**src/hw/rtl/frame_reorder_jitter_buffer_top_defines.svh**
```systemverilog
// assertion macros for the frame reorder jitter buffer
`ifndef FRAME_REORDER_JITTER_BUFFER_TOP_DEFINES_SVH
`define FRAME_REORDER_JITTER_BUFFER_TOP_DEFINES_SVH

// same-cycle implication, sampled on clk, off during rst
`define FRJB_ASSERT_NOW(label, ante, cons, msg) \
  label: assert property (@(posedge clk) disable iff (rst) (ante) |-> (cons)) \
    else $error(msg);

// next-cycle implication, sampled on clk, off during rst
`define FRJB_ASSERT_NEXT(label, ante, cons, msg) \
  label: assert property (@(posedge clk) disable iff (rst) (ante) |=> (cons)) \
    else $error(msg);

`endif

```
**src/hw/rtl/frjb_ram.sv**
```systemverilog
module frjb_ram #(
  parameter int WIDTH = 8,
  parameter int DEPTH = 16,
  localparam int AW = $clog2(DEPTH)
) (
  input  logic             clk,
  input  logic             we,
  input  logic [AW-1:0]    waddr,
  input  logic [WIDTH-1:0] wdata,
  input  logic [AW-1:0]    raddr,
  output logic [WIDTH-1:0] rdata
);

  logic [WIDTH-1:0] mem [DEPTH];

  always_ff @(posedge clk) begin
    if (we) begin
      mem[waddr] <= wdata;
    end
    rdata <= mem[raddr];
  end

endmodule

```
**config.mk**
```make
export PLATFORM = sky130hd
export DESIGN_NAME = frjb_ram
export DESIGN_NICKNAME = d
export VERILOG_FILES = /design/src/hw/rtl/frame_reorder_jitter_buffer_top_defines.svh /design/src/hw/rtl/frjb_ram.sv
export SDC_FILE = /design/constraint.sdc
export NUM_CORES = 1
export LEC_CHECK = 0
export BUFFER_PORTS_ARGS = -buffer_cell sky130_fd_sc_hd__buf_2
export CAP_MARGIN = 10
export CORE_MARGIN = 4
export CORE_UTILIZATION = 30
export CTS_CLUSTER_DIAMETER = 200
export DETAILED_ROUTE_END_ITERATION = 16
export GPL_ROUTABILITY_DRIVEN = 0
export PLACE_DENSITY_LB_ADDON = 0.15
export SETUP_SLACK_MARGIN = 0.05
export SYNTH_ARGS = -nofsm -noshare
export SYNTH_HDL_FRONTEND = slang
export SYNTH_SLANG_ARGS = --single-unit
```
**constraint.sdc**
```tcl
create_clock -name clk -period 2.7 [get_ports clk]
set_input_delay 0 -clock clk [delete_from_list [all_inputs] [get_ports clk]]
set_output_delay 0 -clock clk [all_outputs]
set_load 0.005 [all_outputs]
```
-- Word level (Yosys, flattened, before mapping)
Memory sizes are Yosys's and may differ from the RTL's. A register that Yosys moved wholly into a read port is not among the register bits.
Cells that the tools add are included.
- register bits: 0
- latch bits: 0
- bits in writable memories: 128
- memory bits (read-only): 0
- input bits: 18
- output and inout bits: 8
- logic and storage cells: 3
- memories: 1
- memory list (name ; depth ; width ; read ports ; clocked after memory_dff ; wr ports ; RTL line ; RTL):
    mem ; 16 ; 8 ; 1 ; 1 ; 1 ; frjb_ram.sv:14 ; logic [WIDTH-1:0] mem [DEPTH];
- add/sub/neg operators: 0
- multiply operators: 0
- div/mod/pow operators: 0
- magnitude comparators: 0
- eq/ne operators: 0
- shift operators: 0
- multiplexer cells: 2
- bitwise gates (word level): 0
- reduce and logical (&&, ||, !) cells: 0
- operator list (operator ; number):
    1-bit two-way mux ; 2

-- Longest topological paths before layout
- depth after elaboration: 2
- gate-level depth with buffers: 5
- depth with buffers taken out: 3

-- Worst setup path after synthesis
No wires, ideal clock.
- path type: input -> register
- start: input port waddr[2]
- end: memory mem[0][0] (enable)
- setup time: 0.383 ns
- data arrival time: 1.110 ns
- required time: 2.317 ns
- path slack: 1.207 ns
- stages: 2
- buffers on the path: 0
- cell sequence: or3b_2 > nor3_1
- RTL lines (what ; RTL line ; RTL):
    start: declaration ; frjb_ram.sv:8 ; input logic [AW-1:0] waddr,
    end: declaration ; frjb_ram.sv:14 ;
Straight into the memory's write port.

==> run summary <==
DRT antenna net count - 0
unrepaired setup endpoints after global routing - no
Inserted Clock Buffers - 17
clock group share of total power - 43.7%
Finished Core Util - 37.1%
Synth Warn # - 0
worst-case clock buffer depth - 2
unique cell type count in the Yosys netlist - 19
chip height - 139 µm
synthesized netlist net count - 247
skew final - 5.56 ps
aggregate routed wire length - 11.6 mm
# resized after CTS - 0
worst slew pin tran - 914 ps
via-per-instance ratio - 4.76
Reg power frac - 51.3%
grt ovf - 0
# diodes - 0
fmax - 0.655 GHz
All-Layer GR Usage - 12.7%
Tcrit/Tclk final - 56.6%
Psw - 931 µW
critical path launch point type - flip-flop
sw frac - 20.1%
final hold vios - 0
cell leakage power - 0.00208 µW
Largest stage delay, worst path - 530 ps
most common cell after layout, fill and taps aside - edfxtp_1
Gate Count Post-Synth - 229
met2 routed WL - 5.44 mm
most frequent cells in the layout - edfxtp_1, buf_2, mux4_2, clkbuf_16, buf_4
Chip Width - 139 µm
met1 WL - 5.48 mm
Area Growth Syn to Fin - 20.5%
dpl cells - 482
core area - 16700 µm²
CTS Root Buffer Type - clkbuf_16
area leader, netlist - edfxtp_1
largest net degree at the start of global routing - 22
status - finished clean
Min-Delay Path Class - primary input to flip-flop
Max FO, Critical Path - 1
vias in the first global route - 2635
number of vias in the routed layout - 2478
wire per inst - 22.2 µm
DRT Pass-1 Iters - 4
Worst Setup End Kind - flip-flop
initial antenna violation count - 0
fin crit period - 1530 ps
max-slew violation count - 0
top cell family by delay on the critical path - multiplexers
nets@finish - 307
hpwl dp - 7.32 mm
final cell count without fillers - 521
routed length on met3 - 489 µm
pwr dens - 746 nW/µm²
initial DRC count - 218
H-tree Lvls - 4
clk_lat worst skew - 410 ps
max_cap viols - 0
Buf/Inv on CP - 0
Fill cells - 1567
mapped cell area - 5150 µm²
floorplan row count - 47
max_slew headroom - 39.0%
worst-path cell chain - mux4_1 -> a22oi_1 -> nand2_1
share of cells above drive strength 1 - 28.6%
clock sinks - 136
residual DRC count - 0
Die ar. - 19300 µm²
DR top layer - met4
crit path kind - flip-flop to flip-flop
synthesized area per cell - 22.5 µm²
starting density of the core - 30.8%
leading post-synthesis cells by cell area - edfxtp_1, mux4_2, mux4_1, dfxtp_1, a22oi_1
Max VDD drop - 0.442 mV
Seq/Total Area, Yosys - 77.8%
endpoints failing setup - 0
I/O Buffers - 25
Int Power - 3700 µW
Data arrival, critical path - 1810 ps
required time of the critical path - 2990 ps
Clock Pin Slew Worst Setup and Hold Paths - 60 ps
CTS tree - built
final setup TNS - 0 ps
Post-CTS Setup Bufs - 0
Seq cells post-synth - 136
Synth top area share - 74.7%
Logic pwr share - 5.0%
global-route wire length before repair - 17.4 mm
I/O pin count - 26
Slowest cell on crit path - mux4_1
cell usage after synthesis, drive strengths merged:
cell             n
or3b             1
mux4            32
nor3             4
nor2b            1
a22oi           16
and2             1
nand2            9
clkdlybuf4s25    3
nand3            1
dfxtp            8
buf              7
nor2            13
edfxtp         128
nand3b           2
nand2b           2
and2b            1
cell families after synthesis:
kind of cell | after synthesis | share of synthesized area (%)
DFF | 136 | 77.8
and+or+nand+nor | 35 | 3.18
muxes | 32 | 15.0
AOI/OAI and AO/OA | 16 | 2.33
buffers and inverters | 10 | 1.68
cell type report:
class	count	area [µm²]	share of cell area [%]
Sequential cell	136	4000	64.6
Multi-Input combinational cell	83	1060	17.0
Clock buffer	27	493	7.95
Timing Repair Buffer	51	353	5.69
Tap cell	220	275	4.44
Clock inverter	4	20.0	0.323
power groups by stage:
| stage | clock network (µW) | logic, µW | registers [µW] |
|---|---|---|---|
| CTS | 2070 | 238 | 2370 |
| detailed placement | 0 | 228 | 2420 |
| floorplan | 0 | 120 | 2420 |
| global placement | 0 | 229 | 2420 |
| finish | 2020 | 232 | 2370 |
| global route | 2190 | 253 | 2380 |
registers in the layout, summed over array words and instances, names as in the netlist:
register	cells
rdata	8
mem	128
through the flow:
| stage | area, µm² | hold slack, ps | total power (µW) | setup WS, ps |
|---|---|---|---|---|
| 5_1_grt | 6200 | 40.4 | 4820 | 1100 |
| 3_3_place_gp | 5610 | 381 | 2640 | 878 |
| 3_5_place_dp | 5610 | 381 | 2650 | 931 |
| 4_1_cts | 6200 | 31.0 | 4680 | 1200 |
| 6_report | 6200 | 51.0 | 4630 | 1170 |
| 2_1_floorplan | 5150 | 98.9 | 2540 | 1210 |
metal layers:
layer	up-vias	track usage (%)
li1	1095	-
met3	12	4.28
met4	0	4.02
met2	67	19.4
met5	-	0
met1	1304	17.4
path summary, 6_finish.rpt:
kind | startpoint | to | slack [ps] | cells past startpoint
worst max-delay path | mem[1][5] | rdata[5] | 1170 | 3
worst min-delay path | waddr[0] | mem[4][7] | 50 | 2
worst max register to register | mem[1][5] | rdata[5] | 1170 | 3
worst min register to register | mem[12][4] | rdata[4] | 670 | 3
timing repair:
item | in CTS | in global routing
hold buffers | 8 | 0
endpoints found under the setup margin | 0 | 0
endpoints found under the hold margin | 122 | 0
No activity file was read; power rests on OpenSTA's default activity.
